## src/hw/rtl/sha1md_pkg.sv

```systemverilog
`default_nettype none
package sha1md_pkg;

	typedef struct packed {
		logic [31:0] data;
		logic        last;
	} word_t;

	localparam logic [31:0] H0_INIT = 32'h67452301;
	localparam logic [31:0] H1_INIT = 32'hEFCDAB89;
	localparam logic [31:0] H2_INIT = 32'h98BADCFE;
	localparam logic [31:0] H3_INIT = 32'h10325476;
	localparam logic [31:0] H4_INIT = 32'hC3D2E1F0;

	localparam logic [31:0] K0 = 32'h5A827999;
	localparam logic [31:0] K1 = 32'h6ED9EBA1;
	localparam logic [31:0] K2 = 32'h8F1BBCDC;
	localparam logic [31:0] K3 = 32'hCA62C1D6;

	localparam logic [7:0] PAD_BYTE    = 8'h80;
	localparam logic [3:0] LEN_WORD_IX = 4'd14;
	localparam logic [6:0] LAST_ROUND  = 7'd79;

	function automatic logic [31:0] round_f(input logic [6:0] rnd, input logic [31:0] b,
		input logic [31:0] c, input logic [31:0] d);
		logic [31:0] f;
		if (rnd < 7'd20) begin
			f = (b & c) | (~b & d);
		end else if (rnd < 7'd40) begin
			f = b ^ c ^ d;
		end else if (rnd < 7'd60) begin
			f = (b & c) | (b & d) | (c & d);
		end else begin
			f = b ^ c ^ d;
		end
		return f;
	endfunction

	function automatic logic [31:0] round_k(input logic [6:0] rnd);
		logic [31:0] k;
		if (rnd < 7'd20) begin
			k = K0;
		end else if (rnd < 7'd40) begin
			k = K1;
		end else if (rnd < 7'd60) begin
			k = K2;
		end else begin
			k = K3;
		end
		return k;
	endfunction

endpackage
`default_nettype wire

```

## src/hw/rtl/sha1md_front.sv

```systemverilog
`default_nettype none
module sha1md_front (
	input  wire logic                clk,
	input  wire logic                arst_n,
	input  wire logic                push,
	output logic                     full,
	input  wire logic [7:0]          message_byte,
	input  wire logic                byte_present,
	input  wire logic                end_of_message,
	output logic                     wr_valid,
	output sha1md_pkg::word_t        wr_word,
	input  wire logic                q_full
);

	localparam logic [2:0] FS_ACC       = 3'd0;
	localparam logic [2:0] FS_PAD_FIRST = 3'd1;
	localparam logic [2:0] FS_PAD_ZERO  = 3'd2;
	localparam logic [2:0] FS_LEN_HI    = 3'd3;
	localparam logic [2:0] FS_LEN_LO    = 3'd4;

	logic [2:0]  st_q;
	logic [63:0] count_q;
	logic [31:0] word_q;
	logic [3:0]  widx_q;
	logic        accept;
	logic [31:0] pad_word;
	logic [3:0]  first_next;

	assign full       = (st_q != FS_ACC) || q_full;
	assign accept     = push && !full;
	assign first_next = count_q[5:2] + 4'd1;

	always_comb begin
		case (count_q[1:0])
			2'd0: pad_word = {sha1md_pkg::PAD_BYTE, 24'h0};
			2'd1: pad_word = {word_q[7:0], sha1md_pkg::PAD_BYTE, 16'h0};
			2'd2: pad_word = {word_q[15:0], sha1md_pkg::PAD_BYTE, 8'h0};
			default: pad_word = {word_q[23:0], sha1md_pkg::PAD_BYTE};
		endcase
	end

	always_comb begin
		wr_valid     = 1'b0;
		wr_word.data = 32'h0;
		wr_word.last = 1'b0;
		case (st_q)
			FS_ACC: begin
				wr_valid     = accept && byte_present && (count_q[1:0] == 2'd3);
				wr_word.data = {word_q[23:0], message_byte};
			end
			FS_PAD_FIRST: begin
				wr_valid     = !q_full;
				wr_word.data = pad_word;
			end
			FS_PAD_ZERO: begin
				wr_valid = !q_full;
			end
			FS_LEN_HI: begin
				wr_valid     = !q_full;
				wr_word.data = count_q[60:29];
			end
			FS_LEN_LO: begin
				wr_valid     = !q_full;
				wr_word.data = {count_q[28:0], 3'b000};
				wr_word.last = 1'b1;
			end
			default: begin
				wr_valid = 1'b0;
			end
		endcase
	end

	always_ff @(posedge clk or negedge arst_n) begin
		if (!arst_n) begin
			st_q    <= FS_ACC;
			count_q <= 64'h0;
			widx_q  <= 4'h0;
		end else begin
			case (st_q)
				FS_ACC: begin
					if (accept) begin
						if (byte_present) begin
							count_q <= count_q + 64'd1;
						end
						if (end_of_message) begin
							st_q <= FS_PAD_FIRST;
						end
					end
				end
				FS_PAD_FIRST: begin
					if (!q_full) begin
						widx_q <= first_next;
						st_q   <= (first_next == sha1md_pkg::LEN_WORD_IX) ? FS_LEN_HI
							: FS_PAD_ZERO;
					end
				end
				FS_PAD_ZERO: begin
					if (!q_full) begin
						widx_q <= widx_q + 4'd1;
						if (widx_q + 4'd1 == sha1md_pkg::LEN_WORD_IX) begin
							st_q <= FS_LEN_HI;
						end
					end
				end
				FS_LEN_HI: begin
					if (!q_full) begin
						st_q <= FS_LEN_LO;
					end
				end
				FS_LEN_LO: begin
					if (!q_full) begin
						count_q <= 64'h0;
						st_q    <= FS_ACC;
					end
				end
				default: begin
					st_q <= FS_ACC;
				end
			endcase
		end
	end

	always_ff @(posedge clk) begin
		if (accept && byte_present) begin
			word_q <= {word_q[23:0], message_byte};
		end
	end

endmodule
`default_nettype wire

```

## src/hw/rtl/sha1md_fifo.sv

```systemverilog
`default_nettype none
module sha1md_fifo #(
	parameter int DEPTH = 16
) (
	input  wire logic                clk,
	input  wire logic                arst_n,
	input  wire logic                wr_valid,
	input  wire sha1md_pkg::word_t   wr_word,
	output logic                     q_full,
	input  wire logic                rd_pop,
	output sha1md_pkg::word_t        rd_word,
	output logic                     q_empty
);

	localparam int AW = (DEPTH > 1) ? $clog2(DEPTH) : 1;
	localparam int CW = $clog2(DEPTH + 1);

	sha1md_pkg::word_t mem [DEPTH];
	logic [AW-1:0]     wr_ptr_q;
	logic [AW-1:0]     rd_ptr_q;
	logic [CW-1:0]     cnt_q;
	logic              do_wr;
	logic              do_rd;

	assign q_full  = (cnt_q == CW'(DEPTH));
	assign q_empty = (cnt_q == '0);
	assign do_wr   = wr_valid && !q_full;
	assign do_rd   = rd_pop && !q_empty;
	assign rd_word = mem[rd_ptr_q];

	always_ff @(posedge clk) begin
		if (do_wr) begin
			mem[wr_ptr_q] <= wr_word;
		end
	end

	always_ff @(posedge clk or negedge arst_n) begin
		if (!arst_n) begin
			wr_ptr_q <= '0;
			rd_ptr_q <= '0;
			cnt_q    <= '0;
		end else begin
			if (do_wr) begin
				wr_ptr_q <= (wr_ptr_q == AW'(DEPTH - 1)) ? '0 : wr_ptr_q + AW'(1);
			end
			if (do_rd) begin
				rd_ptr_q <= (rd_ptr_q == AW'(DEPTH - 1)) ? '0 : rd_ptr_q + AW'(1);
			end
			if (do_wr && !do_rd) begin
				cnt_q <= cnt_q + CW'(1);
			end else if (do_rd && !do_wr) begin
				cnt_q <= cnt_q - CW'(1);
			end
		end
	end

	a_cnt_bound: assert property (@(posedge clk) disable iff (!arst_n)
		cnt_q <= CW'(DEPTH))
		else $error("queue count beyond depth");

endmodule
`default_nettype wire

```

## src/hw/rtl/sha1md_back.sv

```systemverilog
`default_nettype none
module sha1md_back (
	input  wire logic                clk,
	input  wire logic                arst_n,
	input  wire sha1md_pkg::word_t   rd_word,
	input  wire logic                q_empty,
	output logic                     rd_pop,
	output logic                     empty,
	input  wire logic                pop,
	output logic [63:0]              digest_words_0_1,
	output logic [63:0]              digest_words_2_3,
	output logic [31:0]              digest_word_4
);

	localparam logic [1:0] BS_LOAD  = 2'd0;
	localparam logic [1:0] BS_ROUND = 2'd1;
	localparam logic [1:0] BS_ADD   = 2'd2;
	localparam logic [1:0] BS_OUT   = 2'd3;

	logic [1:0]  st_q;
	logic [3:0]  ld_q;
	logic [6:0]  rnd_q;
	logic        fin_q;
	logic        out_valid_q;
	logic [31:0] h_q [5];
	logic [31:0] w_q [16];
	logic [31:0] a_q, b_q, c_q, d_q, e_q;
	logic [31:0] t;
	logic [31:0] w_mix;
	logic [31:0] w_new;
	logic        out_load;
	logic        out_take;

	assign rd_pop   = (st_q == BS_LOAD) && !q_empty;
	assign out_take = pop && out_valid_q;
	assign out_load = (st_q == BS_OUT) && (!out_valid_q || pop);
	assign empty    = !out_valid_q;

	assign w_mix = w_q[13] ^ w_q[8] ^ w_q[2] ^ w_q[0];
	assign w_new = {w_mix[30:0], w_mix[31]};
	assign t = {a_q[26:0], a_q[31:27]} + sha1md_pkg::round_f(rnd_q, b_q, c_q, d_q)
		+ e_q + sha1md_pkg::round_k(rnd_q) + w_q[0];

	always_ff @(posedge clk) begin
		if (rd_pop) begin
			for (int i = 0; i < 15; i++) begin
				w_q[i] <= w_q[i+1];
			end
			w_q[15] <= rd_word.data;
		end else if (st_q == BS_ROUND) begin
			for (int i = 0; i < 15; i++) begin
				w_q[i] <= w_q[i+1];
			end
			w_q[15] <= w_new;
		end
		if (rd_pop && ld_q == 4'd15) begin
			a_q <= h_q[0];
			b_q <= h_q[1];
			c_q <= h_q[2];
			d_q <= h_q[3];
			e_q <= h_q[4];
		end else if (st_q == BS_ROUND) begin
			a_q <= t;
			b_q <= a_q;
			c_q <= {b_q[1:0], b_q[31:2]};
			d_q <= c_q;
			e_q <= d_q;
		end
		if (out_load) begin
			digest_words_0_1 <= {h_q[0], h_q[1]};
			digest_words_2_3 <= {h_q[2], h_q[3]};
			digest_word_4    <= h_q[4];
		end
	end

	always_ff @(posedge clk or negedge arst_n) begin
		if (!arst_n) begin
			st_q        <= BS_LOAD;
			ld_q        <= 4'h0;
			rnd_q       <= 7'h0;
			fin_q       <= 1'b0;
			out_valid_q <= 1'b0;
			h_q[0]      <= sha1md_pkg::H0_INIT;
			h_q[1]      <= sha1md_pkg::H1_INIT;
			h_q[2]      <= sha1md_pkg::H2_INIT;
			h_q[3]      <= sha1md_pkg::H3_INIT;
			h_q[4]      <= sha1md_pkg::H4_INIT;
		end else begin
			if (out_load) begin
				out_valid_q <= 1'b1;
			end else if (out_take) begin
				out_valid_q <= 1'b0;
			end
			case (st_q)
				BS_LOAD: begin
					if (rd_pop) begin
						ld_q  <= ld_q + 4'd1;
						fin_q <= rd_word.last;
						if (ld_q == 4'd15) begin
							rnd_q <= 7'h0;
							st_q  <= BS_ROUND;
						end
					end
				end
				BS_ROUND: begin
					rnd_q <= rnd_q + 7'd1;
					if (rnd_q == sha1md_pkg::LAST_ROUND) begin
						st_q <= BS_ADD;
					end
				end
				BS_ADD: begin
					h_q[0] <= h_q[0] + a_q;
					h_q[1] <= h_q[1] + b_q;
					h_q[2] <= h_q[2] + c_q;
					h_q[3] <= h_q[3] + d_q;
					h_q[4] <= h_q[4] + e_q;
					st_q   <= fin_q ? BS_OUT : BS_LOAD;
				end
				BS_OUT: begin
					if (out_load) begin
						h_q[0] <= sha1md_pkg::H0_INIT;
						h_q[1] <= sha1md_pkg::H1_INIT;
						h_q[2] <= sha1md_pkg::H2_INIT;
						h_q[3] <= sha1md_pkg::H3_INIT;
						h_q[4] <= sha1md_pkg::H4_INIT;
						st_q   <= BS_LOAD;
					end
				end
				default: begin
					st_q <= BS_LOAD;
				end
			endcase
		end
	end

	a_rounds_end: assert property (@(posedge clk) disable iff (!arst_n)
		(st_q == BS_ROUND && rnd_q == sha1md_pkg::LAST_ROUND) |=> (st_q == BS_ADD))
		else $error("round counter did not close the block");

	a_block_aligned: assert property (@(posedge clk) disable iff (!arst_n)
		(st_q == BS_ADD) |=> (ld_q == 4'h0))
		else $error("word load not aligned to block");

	a_digest_iv: assert property (@(posedge clk) disable iff (!arst_n)
		out_load |=> (out_valid_q && h_q[0] == sha1md_pkg::H0_INIT
			&& h_q[4] == sha1md_pkg::H4_INIT))
		else $error("chaining state not restored after digest");

endmodule
`default_nettype wire

```

## src/hw/rtl/sha1_message_digest_core.sv

```systemverilog
`default_nettype none
// Channel   Ports                                          Handshake
// input     message_byte, byte_present, end_of_message     push / full
// digest    digest_words_0_1, digest_words_2_3,             pop / empty
//           digest_word_4
//
// Bytes are taken one per cycle while the word queue has room; the queue drains
// into the round unit, which loads 16 words, runs 80 rounds and then adds into the
// chaining words for each 64-byte block, taking no new word until that add is done.
// End of message holds full for 3 to 18 padding words, and up to two blocks.
// arst_n clears the chaining words to the initial vector and the byte count to zero.
// A waiting digest stalls the round unit at the next message end, and then the input.
module sha1_message_digest_core #(
	parameter int FIFO_DEPTH = 16
) (
	input  wire logic        clk,
	input  wire logic        arst_n,
	input  wire logic        push,
	output logic             full,
	input  wire logic [7:0]  message_byte,
	input  wire logic        byte_present,
	input  wire logic        end_of_message,
	output logic             empty,
	input  wire logic        pop,
	output logic [63:0]      digest_words_0_1,
	output logic [63:0]      digest_words_2_3,
	output logic [31:0]      digest_word_4
);

	logic              wr_valid;
	sha1md_pkg::word_t wr_word;
	logic              q_full;
	logic              rd_pop;
	sha1md_pkg::word_t rd_word;
	logic              q_empty;

	sha1md_front u_front (
		.clk            (clk),
		.arst_n         (arst_n),
		.push           (push),
		.full           (full),
		.message_byte   (message_byte),
		.byte_present   (byte_present),
		.end_of_message (end_of_message),
		.wr_valid       (wr_valid),
		.wr_word        (wr_word),
		.q_full         (q_full)
	);

	sha1md_fifo #(
		.DEPTH (FIFO_DEPTH)
	) u_fifo (
		.clk      (clk),
		.arst_n   (arst_n),
		.wr_valid (wr_valid),
		.wr_word  (wr_word),
		.q_full   (q_full),
		.rd_pop   (rd_pop),
		.rd_word  (rd_word),
		.q_empty  (q_empty)
	);

	sha1md_back u_back (
		.clk              (clk),
		.arst_n           (arst_n),
		.rd_word          (rd_word),
		.q_empty          (q_empty),
		.rd_pop           (rd_pop),
		.empty            (empty),
		.pop              (pop),
		.digest_words_0_1 (digest_words_0_1),
		.digest_words_2_3 (digest_words_2_3),
		.digest_word_4    (digest_word_4)
	);

endmodule
`default_nettype wire
```

## config.mk

```make
export PLATFORM = sky130hd
export DESIGN_NAME = sha1_message_digest_core
export DESIGN_NICKNAME = d
export VERILOG_FILES = /design/src/hw/rtl/sha1md_pkg.sv /design/src/hw/rtl/sha1md_front.sv /design/src/hw/rtl/sha1md_fifo.sv /design/src/hw/rtl/sha1md_back.sv /design/src/hw/rtl/sha1_message_digest_core.sv
export SDC_FILE = /design/constraint.sdc
export NUM_CORES = 2
export LEC_CHECK = 0
export BUFFER_PORTS_ARGS = -buffer_cell sky130_fd_sc_hd__buf_4
export CORE_MARGIN = 1
export CORE_UTILIZATION = 60
export DETAILED_ROUTE_END_ITERATION = 12
export PLACE_DENSITY = 0.77
export SLEW_MARGIN = 10
export SYNTH_ARGS = -nofsm -noshare
export SYNTH_HDL_FRONTEND = slang
export SYNTH_HIERARCHICAL = 1
export SYNTH_SLANG_ARGS = --single-unit
```

## constraint.sdc

```tcl
create_clock -name clk -period 41.5 [get_ports clk]
set_input_delay 10.375 -clock clk [delete_from_list [all_inputs] [get_ports clk]]
set_output_delay 10.375 -clock clk [all_outputs]
set_load 0.005 [all_outputs]
```

# ---- After elaboration in Yosys (flattened, before gate mapping)
# Memory sizes are Yosys's and may differ from the RTL's.
# Cells that the tools add are included.
dict set report totals {
  reg_bits 603
  ramBits 1040
  inputBits 14
  out_inout_bits 162
  word_cells 221
  mem_count 2
}
dict set report op_classes {
  addsub 18
  n_lt_le_gt_ge 3
  eq_ne 29
  n_mux 76
  bitwise 29
  reduce_logical 39
}
# name words width read_ports rd_clocked_by_memory_dff write_ports line_no
set mem_list {}
lappend mem_list {u_fifo.mem 16 33 1 0 1 sha1md_fifo.sv:18} ;# sha1md_pkg::word_t mem [DEPTH];
lappend mem_list {u_back.w_q 16 32 16 0 16 sha1md_back.sv:26} ;# logic [31:0] w_q [16];
# operator count
set op_table {}
lappend op_table {{32-bit two-way mux} 31}
lappend op_table {{160-bit case mux with 2 select lines} 1}
lappend op_table {{32-bit adder} 9}
lappend op_table {{64-bit two-way mux} 3}
lappend op_table {{160-bit two-way mux} 1}
lappend op_table {{32-bit bitwise XOR} 5}
lappend op_table {{32-bit AND} 4}
lappend op_table {{32-bit case mux with 4 select lines} 1}
lappend op_table {{64-bit case mux with 2 select lines} 1}
lappend op_table {{32-bit bitwise OR} 3}
lappend op_table {{32-bit case mux with 3 select lines} 1}
lappend op_table {{64-bit by 1-bit adder with 64-bit output (second input constant)} 1}
lappend op_table {{32-bit inverter} 1}
lappend op_table {{31-bit two-way mux} 1}
lappend op_table {{3-bit two-way mux} 7}
lappend op_table {{4-bit by 1-bit adder with 4-bit output (second input constant)} 5}
lappend op_table {{4-bit == test (second input constant)} 5}
lappend op_table {{4-bit two-way mux} 4}
lappend op_table {{2-bit != test (second input constant)} 8}
lappend op_table {{1-bit bitwise OR} 16}
lappend op_table {{3-bit case mux with 5 select lines} 1}
lappend op_table {{7-bit by 6-bit less-than comparator with 1-bit output (second input constant)} 2}
lappend op_table {{7-bit two-way mux} 2}
lappend op_table {{7-bit case mux with 2 select lines} 1}
lappend op_table {{31 further kinds} 80}

# ---- Longest topological paths before layout
dict set report logic_depth {
  depth_word 12
  mapped_depth 28
}

# ---- Cells and area by module
# The synthesis kept the hierarchy.
# module instances cells_each area_each_um2 seq_area_each_um2
set by_module_without_submodules {}
lappend by_module_without_submodules {sha1md_back 1 3643 47050.1 29463.3}
lappend by_module_without_submodules {sha1md_fifo 1 914 20607.3 16180.5}
lappend by_module_without_submodules {sha1md_front 1 578 5333.9 2422.3}

# ---- Worst setup path before layout
# No wires, ideal clock.
dict set report synth_timing {
  kind {flip-flop to flip-flop}
  start {register u_fifo.cnt_q[0]}
  end {memory u_back.w_q[0][0], enable pin}
  setup_ps 1558
  arrival_time_ps 25135
  required_time_ps 39942
  slack_ps 14807
  stages_incl_launch_ff 4
  synth_period_minus_slack_ps 26693
  path_cell_list {dfrtp_1 > or4_4 > nor2_1 > a21oi_1}
}
# item line_no
set synth_lines {}
lappend synth_lines {{start: declaration} sha1md_fifo.sv:21} ;# logic [CW-1:0] cnt_q;
lappend synth_lines {{start signal: assignment} sha1md_fifo.sv:50} ;# cnt_q <= cnt_q + CW'(1);
lappend synth_lines {{start signal: assignment} sha1md_fifo.sv:52} ;# cnt_q <= cnt_q - CW'(1);
lappend synth_lines {{end: declaration} sha1md_back.sv:26}

# ---- Final worst setup path
dict set report layout_timing {
  start {register u_fifo.cnt_q[1]}
  end {output port full}
}
dict set report layout_via {
  elab_chain_len 2
}
# item line_no
set layout_rtl {}
lappend layout_rtl {{5-bit == test} sha1md_fifo.sv:25} ;# assign q_full = (cnt_q == CW'(DEPTH));
lappend layout_rtl {{named net q_full} sha1_message_digest_core.sv:32} ;# logic q_full;
lappend layout_rtl {{1-bit logical OR} sha1md_front.sv:29} ;# assign full = (st_q != FS_ACC) || q_full;
lappend layout_rtl {{end: declaration} sha1_message_digest_core.sv:19} ;# output logic full,
# The timed path passes the listed nets, and every way through them passes these cells.

==> metrics.md <==
| Metric | Value |
|---|---|
| Post-route minimum period | 12.85 ns |
| Worst setup EP type | output pin |
| Hold slack | 0.404 ns |
| Ranking of synthesized cells by area | edfxtp_1, dfrtp_1, mux4_2 |
| Outcome | completed |
| Area Growth Syn to Fin | 11.6% |
| Clk Latency, worst-skew pair | 0.80 ns |
| Vias in the first global route | 43883 |
| Clock Path Buffers | 3 |
| R2r endpoint | u_back/a_q[31]$_DFFE_PP_ |
| Routing usage on met2 | 46.6% |
| Worst slew pin tran | 1.25 ns |
| Synthesis Warnings | 6 |
| Synth cell count leaders | edfxtp_1, nand2_1, o21ai_0 |
| Synth cell types | 97 |
| Fmax | 77.8 MHz |
| Die height | 351 µm |
| Buf/Inv on CP | 1 |
| GP Congestion | 0.956 |
| Slowest cell delay on critical path | 0.49 ns |
| # IOs | 176 |
| Design area | 81500 µm² |
| Cells after Synth | 5135 |
| CP Class | flop to output pin |
| Synth Cell Area | 73000 µm² |
| Synth top area share | 56.9% |
| GR Util All Layers | 28.6% |
| Cts hold-fix bufs | 0 |
| First-pass GRT wire length | 262000 µm |
| Max Cap Violations | 0 |
| DRT antenna net count | 0 |
| Diodes inserted | 0 |
| Antenna violations before repair | 1 |
| Min-Delay Path Class | flop to flop |
| DRC viols | 0 |
| Met1 Track Usage GR | 37.7% |
| FF-to-FF setup slack | 32.22 ns |
| Crit path from | u_fifo/cnt_q[1]$_DFFE_PN0P_ |
| GRT busiest layer | met2 |
| Slew Limit Fails | 0 |
| Worst slack, placed | 28.00 ns |
| Final hold vios | 0 |
| Post-synth EDFFs | 1384 |
| Root Driver | clkbuf_16 |
| Skew final | 0.0347 ns |
| Routed len/inst | 24.4 µm |
| Post-Route Setup TNS | 0 ns |
| CTS resizes | 0 |
| RSZ-0062 raised after global routing | no |
| Crit path to | full |
| Setup violations, final | 0 |
| Via/cell ratio | 6.21 |
| Synth area leader | edfxtp_1 |
| Slowest library cell on the worst path | and2_1 |
| Clock Pin Slew Worst Setup and Hold Paths | 0.06 ns |
| Syn_nets | 5488 |
| DP HPWL | 111000 µm |
| H-tree Lvls | 4 |
| Num CTS Buffers | 163 |
| Final nets | 5703 |
| Layout cells sized above 1 | 14.5% |
| Final WL | 173000 µm |
| Startpoint types | flop |
| Filler cells | 7949 |
| Critical Path, Cell by Cell | nor4_1, and2_1, nor2_1, nand2_1, buf_4 |
| Port bufs | 175 |
| Max transition margin | 16.2% |
| Mean area per synthesized cell | 14.2 µm² |
| Core area | 120000 µm² |
| Vias | 44025 |
| Seq/Total Area, Yosys | 65.9% |
| Worst setup margin | 28.65 ns |
| Crit path required time | 31.12 ns |
| Reg2reg path depth | 28 |
| Largest net degree at the start of global routing | 197 |
| Drt first pass iters | 9 |
| Clock Sinks | 1640 |
| Footprint of the multi-input gates | 23300 µm² |
| Synth async-reset ratio | 15.6% |
| Seq cells post-synth | 1640 |
| CP delay by family, top | simple AND/OR/NAND/NOR gates |
| Area after DPL | 76200 µm² |
| Met3 Resource Use GR | 4.59% |
| Storage cell area | 48100 µm² |
| CTS tree | done |
| Initial Util | 60.7% |
| Die Footprint | 123000 µm² |
| Top FF cell, synth | edfxtp_1 |
| CP arrival | 2.47 ns |
| Crit path depth | 5 |
| GRT overflow | 0 |
| R2R Path Start | u_back/rnd_q[3]$_DFFE_PN0P_ |
| Crit Path Max Fanout | 10 |
| Cell with the most instances after synthesis | edfxtp_1 |
| # rows | 127 |
| Drt first-iter violations | 4511 |
| Hold_sp | u_back/w_q[0][53]$_DFFE_PP_ |
| Period utilization | 31.0% |
| Die width | 351 µm |
| Post-CTS setup buffer count | 0 |
-- through the flow --
step           instances  util [%]
2_1_floorplan       5135         -
3_3_place_gp        6795      63.3
3_5_place_dp        6795      63.3
4_1_cts             7093      67.7
5_1_grt             7095      67.7
6_report            7095      67.7
-- flip-flops by register name (all words and copies together) (netlist names), 5 cells and up --
register / count
u_back/w_q: 512
u_back/digest_words_0_1: 64
u_back/digest_word_4: 32
u_back/digest_words_2_3: 64
u_front/word_q: 24
u_front/count_q: 61
u_back/rnd_q: 7
u_back/b_q: 32
u_back/a_q: 32
u_back/e_q: 32
u_fifo/cnt_q: 5
u_back/d_q: 32
u_back/h_q: 160
u_back/c_q: 32
u_fifo/mem: 528
-- logic make-up (layout without fill, tap and decap cells) --
kind of cell    after synthesis  in the layout  synth area share [%]
buf+inv                     459            807                  2.55
mux                         167            167                  4.59
fa+ha+maj                   339            339                  7.11
simple gates               1251           1251                  7.72
flops                      1640           1640                  65.9
xor+xnor                    323            323                  3.88
compound gates              956            956                  8.31
-- per-layer routing --
layer	part of all wire, %	vias up
met4	5.1	2
li1	-	19459
met5	0.012	-
met3	7.7	470
met1	39	21873
met2	48	2221
-- cells in the final DEF (no fill, tap or decap), drive strengths merged, types with 132 or more instances in the layout --
cell    netlist  layout
buf          57     234
edfxtp     1384    1384
ha          213     213
nor2        244     244
o21ai       281     281
xnor2       220     220
clkbuf      127     204
mux4        132     132
a21oi       253     253
dfrtp       176     176
inv         273     282
nand2       625     625
-- how the worst min path moves through the flow --
stage                                              end  cells after the start
after floorplan             u_back/w_q[0][0]$_DFFE_PP_                      0
after global placement    u_back/w_q[1][201]$_DFFE_PP_                      0
after detailed placement  u_back/w_q[0][104]$_DFFE_PP_                      0
after CTS                 u_back/w_q[0][199]$_DFFE_PP_                      0
after global routing      u_back/w_q[0][146]$_DFFE_PP_                      0
final                      u_back/w_q[0][21]$_DFFE_PP_                      0
-- cell type report --
type / instances / area share (%)
flip-flops and latches: 1640 / 59.0
multi-input cells: 3036 / 28.5
clock buffers: 204 / 5.33
well taps: 1612 / 2.48
repair buffers: 234 / 2.22
inverters: 275 / 1.28
clock inverters: 94 / 1.14
-- worst register-to-register path, delay by kind of cell (launching register included) --
| kind | cells | cell delay [ns] |
|---|---|---|
| compound gates | 9 | 2.78 |
| xor+xnor | 1 | 0.19 |
| fa+ha+maj | 5 | 2.08 |
| buf+inv | 7 | 1.80 |
| flops | 1 | 0.46 |
| simple gates | 6 | 1.67 |
Power is not shown: default switching activity piles up to over one toggle a cycle in this logic, so the estimate is an artifact.
